File: src/drf_pkg.sv
// ----------------------------------------------------------------------------
// drf_pkg: shared types and constants of the regression delta filter
// Holds the control register codes, register reset values, the fixed
// fraction width of the scale and the datapath control group.
// ----------------------------------------------------------------------------
`default_nettype none

package drf_pkg;

   localparam int WIN_BITS      = 4;
   localparam int SCALE_BITS    = 16;
   localparam int FRAC_BITS     = 16;
   localparam int CSR_IDX_BITS  = 1;
   localparam int CSR_DATA_BITS = 16;

   localparam logic [WIN_BITS-1:0]   WINDOW_RESET = 4'd2;
   localparam logic [SCALE_BITS-1:0] SCALE_RESET  = 16'd6554;

   typedef enum logic [CSR_IDX_BITS-1:0] {
      CSR_WINDOW = 1'b0,
      CSR_SCALE  = 1'b1
   } csr_idx_type;

   // Control from the sequencer to the multiply-accumulate datapath.
   typedef struct packed {
      logic acc_clr;   // start a new tap sum
      logic acc_en;    // add the tap whose history words have just been read
      logic past_mem;  // past tap comes from the history, else the first sample
      logic mul_en;    // multiply the finished sum by the scale
   } dp_ctrl_type;

endpackage

`default_nettype wire

File: src/drf_hist_mem.sv
// ----------------------------------------------------------------------------
// drf_hist_mem: sample history store
// Circular store of the most recent samples, one write port and two read
// ports with registered read data.
// ----------------------------------------------------------------------------
`default_nettype none

module drf_hist_mem #(
   parameter int DEPTH      = 17,
   parameter int WIDTH      = 16,
   parameter int ADDR_BITS  = 5
) (
   input  wire logic                 clock,
   input  wire logic                 wr_en,
   input  wire logic [ADDR_BITS-1:0] wr_addr,
   input  wire logic [WIDTH-1:0]     wr_data,
   input  wire logic                 rd_en,
   input  wire logic [ADDR_BITS-1:0] rd_addr_a,
   input  wire logic [ADDR_BITS-1:0] rd_addr_b,
   output logic      [WIDTH-1:0]     rd_data_a,
   output logic      [WIDTH-1:0]     rd_data_b
);

   logic [WIDTH-1:0] mem_ff [DEPTH];
   logic [WIDTH-1:0] rd_a_ff;
   logic [WIDTH-1:0] rd_b_ff;

   always_ff @(posedge clock) begin
      if (wr_en) begin
         mem_ff[wr_addr] <= wr_data;
      end
   end

   always_ff @(posedge clock) begin
      if (rd_en) begin
         rd_a_ff <= mem_ff[rd_addr_a];
         rd_b_ff <= mem_ff[rd_addr_b];
      end
   end

   assign rd_data_a = rd_a_ff;
   assign rd_data_b = rd_b_ff;

endmodule

`default_nettype wire

File: src/drf_datapath.sv
// ----------------------------------------------------------------------------
// drf_datapath: shared multiply-accumulate and output scaling
// Accumulates weighted tap differences one tap per cycle, multiplies the sum
// by the scale, then rounds to nearest and saturates to the sample width.
// ----------------------------------------------------------------------------
`default_nettype none

module drf_datapath
   import drf_pkg::*;
#(
   parameter int SAMPLE_BITS = 16,
   parameter int WT_BITS     = 4,
   parameter int ACC_BITS    = 25
) (
   input  wire logic                          clock,
   input  wire dp_ctrl_type                   ctrl,
   input  wire logic        [WT_BITS-1:0]     wt,
   input  wire logic signed [SAMPLE_BITS-1:0] fut,
   input  wire logic signed [SAMPLE_BITS-1:0] past,
   input  wire logic signed [SAMPLE_BITS-1:0] first,
   input  wire logic        [SCALE_BITS-1:0]  scale,
   output logic signed      [SAMPLE_BITS-1:0] delta
);

   localparam int DIFF_BITS = SAMPLE_BITS + 1;
   localparam int TERM_BITS = DIFF_BITS + WT_BITS + 1;
   localparam int PROD_BITS = ACC_BITS + SCALE_BITS + 1;
   localparam int Q_BITS    = PROD_BITS - FRAC_BITS;

   localparam logic signed [PROD_BITS-1:0] ROUND_HALF =
      PROD_BITS'(64'sd1 <<< (FRAC_BITS - 1));
   localparam logic signed [Q_BITS-1:0] Q_MAX =
      Q_BITS'((64'sd1 <<< (SAMPLE_BITS - 1)) - 64'sd1);
   localparam logic signed [Q_BITS-1:0] Q_MIN = -Q_MAX - Q_BITS'(1);

   logic signed [DIFF_BITS-1:0] diff;
   logic signed [TERM_BITS-1:0] term;
   logic signed [ACC_BITS-1:0]  acc_ff;
   logic signed [ACC_BITS-1:0]  acc_in;
   logic signed [PROD_BITS-1:0] prod_ff;
   logic signed [PROD_BITS-1:0] rnd;
   logic signed [Q_BITS-1:0]    quot;

   always_comb begin
      if (ctrl.past_mem) begin
         diff = DIFF_BITS'(fut) - DIFF_BITS'(past);
      end else begin
         diff = DIFF_BITS'(fut) - DIFF_BITS'(first);
      end
      term = TERM_BITS'(diff) * TERM_BITS'($signed({1'b0, wt}));
      if (ctrl.acc_clr) begin
         acc_in = '0;
      end else if (ctrl.acc_en) begin
         acc_in = acc_ff + ACC_BITS'(term);
      end else begin
         acc_in = acc_ff;
      end
   end

   always_ff @(posedge clock) begin
      acc_ff <= acc_in;
      if (ctrl.mul_en) begin
         prod_ff <= PROD_BITS'(acc_ff) * PROD_BITS'($signed({1'b0, scale}));
      end
   end

   // The arithmetic shift floors, so adding one half first rounds ties upwards.
   always_comb begin
      rnd  = prod_ff + ROUND_HALF;
      quot = $signed(rnd[PROD_BITS-1:FRAC_BITS]);
      if (quot > Q_MAX) begin
         delta = Q_MAX[SAMPLE_BITS-1:0];
      end else if (quot < Q_MIN) begin
         delta = Q_MIN[SAMPLE_BITS-1:0];
      end else begin
         delta = quot[SAMPLE_BITS-1:0];
      end
   end

endmodule

`default_nettype wire

File: src/delta_regression_filter.sv
// Each result passes through the check, one history read per tap, the drain, the multiply
// and the round steps. A new sample is taken only in the idle state, so requests stall
// until every result that the last sample released has been given; the single
// multiply-accumulate is shared by all of them.
// Reset is synchronous and clears the sequence state and the output valid;
// window returns to 2 and scale to 6554. The history store is not cleared.
// ----------------------------------------------------------------------------
// delta_regression_filter: streaming regression delta coefficients
// Keeps a history of recent samples and, per sample, gives the scaled
// weighted sum of differences of its neighbours, clamped at sequence edges.
// ----------------------------------------------------------------------------
`default_nettype none

module delta_regression_filter
   import drf_pkg::*;
#(
   parameter int MAX_WIN     = 8,
   parameter int SAMPLE_BITS = 16
) (
   input  wire logic                          clock,
   input  wire logic                          reset,
   input  wire logic                          req_valid,
   output logic                               req_stall,
   input  wire logic signed [SAMPLE_BITS-1:0] req_sample,
   input  wire logic                          req_last,
   output logic                               rsp_valid,
   input  wire logic                          rsp_stall,
   output logic signed      [SAMPLE_BITS-1:0] rsp_orig_sample,
   output logic signed      [SAMPLE_BITS-1:0] rsp_delta,
   output logic                               rsp_last_res,
   input  wire logic                          csr_valid,
   output logic                               csr_ready,
   input  wire logic        [CSR_IDX_BITS-1:0]  csr_index,
   input  wire logic        [CSR_DATA_BITS-1:0] csr_wdata
);

   localparam int HIST_LEN  = 2 * MAX_WIN + 1;
   localparam int IDX_BITS  = $clog2(HIST_LEN);
   localparam int SEEN_BITS = $clog2(HIST_LEN + 1);
   localparam int PEND_BITS = $clog2(MAX_WIN + 2);
   localparam int WT_BITS   = $clog2(MAX_WIN + 1);
   localparam int ACC_BITS  = SAMPLE_BITS + 1 + 2 * WT_BITS;

   typedef enum logic [2:0] {
      ST_IDLE,
      ST_CHECK,
      ST_TAP,
      ST_DRAIN,
      ST_MUL,
      ST_ROUND
   } state_type;

   state_type                      state_ff, state_in;
   logic [WIN_BITS-1:0]            window_ff, window_in;
   logic [SCALE_BITS-1:0]          scale_ff, scale_in;
   logic [IDX_BITS-1:0]            newest_ff, newest_in;
   logic [SEEN_BITS-1:0]           seen_ff, seen_in;
   logic [PEND_BITS-1:0]           pending_ff, pending_in;
   logic signed [SAMPLE_BITS-1:0]  first_ff, first_in;
   logic                           last_ff, last_in;
   logic [WT_BITS-1:0]             n_ff, n_in;
   logic [WT_BITS-1:0]             wt_ff, wt_in;
   logic                           rd_vld_ff, rd_vld_in;
   logic                           past_mem_ff, past_mem_in;
   logic                           rsp_valid_ff, rsp_valid_in;
   logic signed [SAMPLE_BITS-1:0]  orig_ff, orig_in;
   logic signed [SAMPLE_BITS-1:0]  delta_ff, delta_in;
   logic                           last_res_ff, last_res_in;

   logic [WT_BITS-1:0]             w_eff;
   logic [IDX_BITS-1:0]            newest_next;
   logic [IDX_BITS-1:0]            cur_idx;
   logic [IDX_BITS:0]              fut_off;
   logic [IDX_BITS:0]              past_off;
   logic                           past_ok;
   logic                           emit;
   logic                           wr_en;
   logic                           rd_en;
   logic [IDX_BITS-1:0]            rd_addr_a;
   logic [IDX_BITS-1:0]            rd_addr_b;
   logic [SAMPLE_BITS-1:0]         rd_data_a;
   logic [SAMPLE_BITS-1:0]         rd_data_b;
   dp_ctrl_type                    dp_ctrl;
   logic signed [SAMPLE_BITS-1:0]  dp_delta;

   // Store address of the sample that lies off places back from the newest.
   function automatic logic [IDX_BITS-1:0] hist_addr(
      input logic [IDX_BITS-1:0] top_i,
      input logic [IDX_BITS:0]   off
   );
      logic [IDX_BITS:0] t;
      t = {1'b0, top_i};
      if (t >= off) begin
         return IDX_BITS'(t - off);
      end
      return IDX_BITS'(t + (IDX_BITS + 1)'(HIST_LEN) - off);
   endfunction

   always_comb begin
      if (window_ff == '0) begin
         w_eff = WT_BITS'(1);
      end else if (int'(window_ff) > MAX_WIN) begin
         w_eff = WT_BITS'(MAX_WIN);
      end else begin
         w_eff = WT_BITS'(window_ff);
      end
   end

   assign newest_next = (newest_ff == IDX_BITS'(HIST_LEN - 1)) ? '0
                                                               : newest_ff + 1'b1;
   assign cur_idx  = IDX_BITS'(pending_ff - PEND_BITS'(1));
   assign fut_off  = ({1'b0, cur_idx} >= (IDX_BITS + 1)'(n_ff))
                     ? {1'b0, cur_idx} - (IDX_BITS + 1)'(n_ff) : '0;
   assign past_off = {1'b0, cur_idx} + (IDX_BITS + 1)'(n_ff);
   assign past_ok  = ((IDX_BITS + 1)'(past_off) < (IDX_BITS + 1)'(seen_ff))
                     && (past_off < (IDX_BITS + 1)'(HIST_LEN));
   assign emit     = (pending_ff > PEND_BITS'(w_eff))
                     || (last_ff && (pending_ff != '0));

   always_comb begin
      rd_en     = (state_ff == ST_TAP) || (state_ff == ST_DRAIN);
      rd_addr_a = hist_addr(newest_ff, fut_off);
      rd_addr_b = hist_addr(newest_ff, past_off);
      if (state_ff == ST_DRAIN) begin
         rd_addr_a = hist_addr(newest_ff, {1'b0, cur_idx});
      end
   end

   always_comb begin
      state_in     = state_ff;
      window_in    = window_ff;
      scale_in     = scale_ff;
      newest_in    = newest_ff;
      seen_in      = seen_ff;
      pending_in   = pending_ff;
      first_in     = first_ff;
      last_in      = last_ff;
      n_in         = n_ff;
      wt_in        = wt_ff;
      rd_vld_in    = 1'b0;
      past_mem_in  = past_mem_ff;
      rsp_valid_in = rsp_valid_ff;
      orig_in      = orig_ff;
      delta_in     = delta_ff;
      last_res_in  = last_res_ff;
      wr_en        = 1'b0;
      dp_ctrl.acc_clr  = 1'b0;
      dp_ctrl.acc_en   = rd_vld_ff;
      dp_ctrl.past_mem = past_mem_ff;
      dp_ctrl.mul_en   = 1'b0;

      if (csr_valid) begin
         case (csr_idx_type'(csr_index))
            CSR_WINDOW: window_in = csr_wdata[WIN_BITS-1:0];
            CSR_SCALE:  scale_in  = csr_wdata[SCALE_BITS-1:0];
            default:    ;
         endcase
      end

      if (rsp_valid_ff && !rsp_stall) begin
         rsp_valid_in = 1'b0;
      end

      case (state_ff)
         ST_IDLE: begin
            if (req_valid) begin
               wr_en     = 1'b1;
               newest_in = newest_next;
               if (seen_ff == '0) begin
                  first_in = req_sample;
               end
               if (seen_ff != SEEN_BITS'(HIST_LEN)) begin
                  seen_in = seen_ff + 1'b1;
               end
               pending_in = pending_ff + 1'b1;
               last_in    = req_last;
               state_in   = ST_CHECK;
            end
         end
         ST_CHECK: begin
            if (emit) begin
               dp_ctrl.acc_clr = 1'b1;
               n_in            = WT_BITS'(1);
               state_in        = ST_TAP;
            end else begin
               if (last_ff) begin
                  seen_in    = '0;
                  pending_in = '0;
                  last_in    = 1'b0;
               end
               state_in = ST_IDLE;
            end
         end
         ST_TAP: begin
            rd_vld_in   = 1'b1;
            wt_in       = n_ff;
            past_mem_in = past_ok;
            n_in        = n_ff + 1'b1;
            if (n_ff == w_eff) begin
               state_in = ST_DRAIN;
            end
         end
         ST_DRAIN: begin
            state_in = ST_MUL;
         end
         ST_MUL: begin
            dp_ctrl.mul_en = 1'b1;
            state_in       = ST_ROUND;
         end
         ST_ROUND: begin
            // The sample itself was read during the drain cycle.
            if (!rsp_valid_ff || !rsp_stall) begin
               rsp_valid_in = 1'b1;
               orig_in      = $signed(rd_data_a);
               delta_in     = dp_delta;
               last_res_in  = last_ff && (pending_ff == PEND_BITS'(1));
               pending_in   = pending_ff - 1'b1;
               state_in     = ST_CHECK;
            end
         end
         default: begin
            state_in = ST_IDLE;
         end
      endcase
   end

   always_ff @(posedge clock) begin
      if (reset) begin
         state_ff     <= ST_IDLE;
         window_ff    <= WINDOW_RESET;
         scale_ff     <= SCALE_RESET;
         newest_ff    <= '0;
         seen_ff      <= '0;
         pending_ff   <= '0;
         first_ff     <= '0;
         last_ff      <= 1'b0;
         rd_vld_ff    <= 1'b0;
         rsp_valid_ff <= 1'b0;
      end else begin
         state_ff     <= state_in;
         window_ff    <= window_in;
         scale_ff     <= scale_in;
         newest_ff    <= newest_in;
         seen_ff      <= seen_in;
         pending_ff   <= pending_in;
         first_ff     <= first_in;
         last_ff      <= last_in;
         rd_vld_ff    <= rd_vld_in;
         rsp_valid_ff <= rsp_valid_in;
      end
      n_ff        <= n_in;
      wt_ff       <= wt_in;
      past_mem_ff <= past_mem_in;
      orig_ff     <= orig_in;
      delta_ff    <= delta_in;
      last_res_ff <= last_res_in;
   end

   drf_hist_mem #(
      .DEPTH     (HIST_LEN),
      .WIDTH     (SAMPLE_BITS),
      .ADDR_BITS (IDX_BITS)
   ) u_hist (
      .clock     (clock),
      .wr_en     (wr_en),
      .wr_addr   (newest_next),
      .wr_data   (req_sample),
      .rd_en     (rd_en),
      .rd_addr_a (rd_addr_a),
      .rd_addr_b (rd_addr_b),
      .rd_data_a (rd_data_a),
      .rd_data_b (rd_data_b)
   );

   drf_datapath #(
      .SAMPLE_BITS (SAMPLE_BITS),
      .WT_BITS     (WT_BITS),
      .ACC_BITS    (ACC_BITS)
   ) u_dp (
      .clock (clock),
      .ctrl  (dp_ctrl),
      .wt    (wt_ff),
      .fut   ($signed(rd_data_a)),
      .past  ($signed(rd_data_b)),
      .first (first_ff),
      .scale (scale_ff),
      .delta (dp_delta)
   );

   assign req_stall       = (state_ff != ST_IDLE);
   assign csr_ready       = 1'b1;
   assign rsp_valid       = rsp_valid_ff;
   assign rsp_orig_sample = orig_ff;
   assign rsp_delta       = delta_ff;
   assign rsp_last_res    = last_res_ff;

   // Never more samples awaiting their delta than the widest window plus one.
   assert property (@(posedge clock) disable iff (reset)
      pending_ff <= PEND_BITS'(MAX_WIN + 1))
      else $error("pending count above its bound");

   // Pending samples are always a subset of those held in the history.
   assert property (@(posedge clock) disable iff (reset)
      SEEN_BITS'(pending_ff) <= seen_ff)
      else $error("pending count exceeds samples held");

   // A final sample is fully flushed before the next transaction is taken.
   assert property (@(posedge clock) disable iff (reset)
      (state_ff == ST_IDLE) |-> !last_ff)
      else $error("idle with an unfinished final sample");

   // An accepted transaction is always followed by a check of pending work.
   assert property (@(posedge clock) disable iff (reset)
      (req_valid && !req_stall) |=> (state_ff == ST_CHECK))
      else $error("accepted sample not checked for results");

endmodule

`default_nettype wire

File: config.mk
export PLATFORM = sky130hd
export DESIGN_NAME = delta_regression_filter
export DESIGN_NICKNAME = d
export VERILOG_FILES = /design/src/drf_pkg.sv /design/src/drf_hist_mem.sv /design/src/drf_datapath.sv /design/src/delta_regression_filter.sv
export SDC_FILE = /design/constraint.sdc
export NUM_CORES = 2
export LEC_CHECK = 0
export BUFFER_PORTS_ARGS = -buffer_cell sky130_fd_sc_hd__buf_2
export CAP_MARGIN = 20
export CORE_MARGIN = 3
export CORE_UTILIZATION = 40
export DETAILED_ROUTE_END_ITERATION = 8
export GPL_TIMING_DRIVEN = 0
export PLACE_DENSITY = 0.63
export SLEW_MARGIN = 20
export SYNTH_ARGS = -nofsm -noshare
export SYNTH_HDL_FRONTEND = slang
export SYNTH_SLANG_ARGS = --single-unit
File: constraint.sdc
create_clock -name clock -period 12.34 [get_ports clock]
set_input_delay 3.085 -clock clock [delete_from_list [all_inputs] [get_ports clock]]
set_output_delay 3.085 -clock clock [all_outputs]
set_load 0.1 [all_outputs]
==> results.md <==
* Ys async rst share at 0
* Area leader, netlist: edfxtp_1
* Setup TNS at 0 ns
* Tightest Pin Transition at 1.081 ns
* Hold Path Cell Cnt at 0
* Gr usage total at 0.2064
* Worst reg-to-reg path cell count at 22
* Worst clock skew at 0.03478 ns
* Top cells by area, synth: edfxtp_1, fa_1, ha_1, inv_1, mux2i_1
* Largest net degree at the start of global routing at 34
* Via-per-instance ratio at 5.317
* Post-Syn Area at 40,150 um^2
* Pins Over Slew Limit at 0
* Critical path data required time at 12.71 ns
* Reg clk slew, reported paths at 0.06 ns
* Final Wtd Congestion at 0.9490
* Layout Utilization at 0.4458
* Routed Wire Length at 106,600 um
* Core ar. at 98,990 um^2
* DP Area at 42,450 um^2
* F_max at 114.4 MHz
* Row cnt at 115
* Max stage delay cell, worst path: a31oi_1
* Main flop type after synthesis: edfxtp_1
* Starting density of the core at 0.4056
* Max-cap check violation count at 0
* DIE WIDTH at 322.8 um
* CTS Sinks at 454
* Ys Warns at 0
* Hpwl dp at 83,840 um
* Cells after Synth at 3,746
* Die height at 322.8 um
* Critical-path cell list: clkbuf_1 > clkbuf_1 > nand2_1 > fa_1 > inv_1 > fa_1 > fa_1 > fa_1 > fa_1 > inv_1 > fa_1 > inv_1 > ha_1 > a21oi_1 > nor2_1 > a2111oi_0 > o211ai_1 > a31oi_1 > o21ai_0 > a21o_1 > a21oi_1 > xnor2_1
* Syn Nets at 4,465
* #FFs+latches synth at 454
* Worst-Skew Late Latency at 0.65 ns
* Gr ovfl total at 0
* First-pass GRT wire length at 165,200 um
* Period utilisation layout at 0.7082
* Post-synthesis cell type count at 75
* Post-layout min period at 8.739 ns
* Number of synthesized flops with an enable pin at 373
* Sequential share of the synthesized area at 0.3194
* Startpoint types: flip-flop
* # Post-CTS Setup Buffers at 0
* Slowest stage delay, CP at 0.79 ns
* Relative slew slack at 0.2694
* Min Hold Slack at 0.4593 ns
* Reg2reg setup slack at 3.60 ns
* Max clock buf depth at 3
* Outcome: finished clean
* Area share of the largest cell type after synthesis at 0.2790
* PortBufs at 72
* Hold buffer count at cts at 0
* Via count at 27.81k
* CTS Buf Count at 53
* CTS tree: built
* Final ANT Viol Nets at 0
* Final net count at 4,615
* Critical-path maximum fanout at 10
* WS Path Type: flip-flop to flip-flop
* Gates resized, CTS repair at 0
* CP top delay family: adder cells
* WL/cell at 20.39 um
* Final setup violation count at 0
* Drt first pass iters at 6
* Synth-to-Final Area Change at 9.910%
* Vias in the first global route at 28.35k
* Most used cell, CP: fa_1
* Worst r2r src: scale_ff[8]$_SDFFE_PP1P_
* Buf+Inv Stages, Crit Path at 5
* H-tree Lvls at 2
* Min-delay worst type: flip-flop to flip-flop
* Initial antenna violation count at 7
* Final Hold Viols at 0
* Worst hold path startpoint: u_hist.rd_data_a[7]$_DFFE_PP_
* WP data arrival at 9.11 ns
* Die area at 104,200 um^2
* Crit. End Element: flip-flop
* DRC Markers at 0
* Average cell area after synthesis at 10.72 um^2
* Worst hold endpoint: rsp_orig_sample[7]$_DFFE_PP_
* DRT iter0 DRCs at 1,915
* Setup repair after global routing missed its margin: false
* Share of layout cells above drive strength 1 at 0.08477
* # IOs at 75
* Root buf cell: clkbuf_16
* Design area at 44,130 um^2
* FF-to-FF End: u_dp.prod_ff[35]$_DFFE_PP_
[synthesized netlist by cell type (all sizes together), types with 81 or more instances]
master and count:
clkbuf 125, dfxtp 81, inv 612, nand2 409
o21ai 96, nor2 160, a21oi 137, mux2i 218
and2 222, ha 223, edfxtp 373, xnor2 88
fa 457
[per-layer routing]
layer / track usage / up-vias / share of wire
met5: 0 / - / 0.00012
met4: 0.05925 / 2 / 0.030
met3: 0.03973 / 197 / 0.079
met2: 0.3444 / 945 / 0.48
met1: 0.2748 / 13980 / 0.42
li1: - / 12680 / -
[worst max path at each step]
stage / startpoint / endpoint / slack (ns) / cells after the start
2_1_floorplan: past_mem_ff$_DFFE_PP_ / u_dp.acc_ff[24]$_SDFFE_PP0P_ / 5.39 / 27
3_3_place_gp: u_dp.acc_ff[10]$_SDFFE_PP0P_ / u_dp.prod_ff[35]$_DFFE_PP_ / 3.61 / 21
3_5_place_dp: u_dp.acc_ff[11]$_SDFFE_PP0P_ / u_dp.prod_ff[35]$_DFFE_PP_ / 3.61 / 19
4_1_cts: u_dp.acc_ff[11]$_SDFFE_PP0P_ / u_dp.prod_ff[35]$_DFFE_PP_ / 3.56 / 19
5_1_grt: past_mem_ff$_DFFE_PP_ / u_dp.acc_ff[24]$_SDFFE_PP0P_ / 3.25 / 26
6_report: scale_ff[8]$_SDFFE_PP1P_ / u_dp.prod_ff[35]$_DFFE_PP_ / 3.60 / 22
[logic make-up (layout without fill, tap and decap cells)]
| kind of cell | after synthesis | after routing | synth area share |
|---|---|---|---|
| XOR/XNOR | 125 | 125 | 0.02727 |
| multiplexers | 300 | 300 | 0.09530 |
| AND/OR/NAND/NOR | 994 | 994 | 0.1188 |
| adder cells (fa/ha/maj) | 680 | 680 | 0.2974 |
| buffers and inverters | 773 | 967 | 0.07408 |
| flip-flops | 454 | 454 | 0.3194 |
| other | 1 | 3 | 0.00009340 |
| AO/OA/AOI/OAI | 419 | 419 | 0.06769 |
[state kept, by name (all words and copies together) (netlist names)]
register and count:
u_hist.mem_ff 272, u_dp.prod_ff 27, u_dp.acc_ff 25, first_ff 16, rsp_delta 16, rsp_orig_sample 16, scale_ff 16, u_hist.rd_data_a 16
u_hist.rd_data_b 16, newest_ff 5, seen_ff 5, n_ff 4, pending_ff 4, window_ff 4, wt_ff 4, state_ff 3
last_ff 1, past_mem_ff 1, rd_vld_ff 1, rsp_last_res 1, rsp_valid 1
[metrics by stage]
step / std cells / worst slack [ns]
finish: 5229 / 3.601
global route: 5229 / 3.246
CTS: 5226 / 3.557
detailed placement: 5127 / 3.609
global placement: 5105 / 3.610
floorplan: 3746 / 5.392
[layout by cell type (no fill, tap or decap), types with 81 or more instances in the layout]
cell type,count
mux2i_1,218
xnor2_1,88
nor2_1,144
dfxtp_1,81
clkbuf_1,139
ha_1,223
and2_1,222
inv_1,611
buf_2,93
edfxtp_1,373
fa_1,457
o21ai_0,92
nand2_1,409
a21oi_1,135
[layout make-up]
type                    instances  area [um^2]
fillers                      9295        54870
multi-input cells            2519        24420
flip-flops and latches        454        12820
inverters                     612         2297
well taps                    1287         1610
clock buffers                  67         1379
plain buffers                 161        676.9
repair buffers                 95        639.4
clock inverters                32        281.5
diodes                          2        5.005
Power is left out: the tool's default activity adds up to more than one toggle a clock period on the data nets, which glitch-free logic cannot reach.
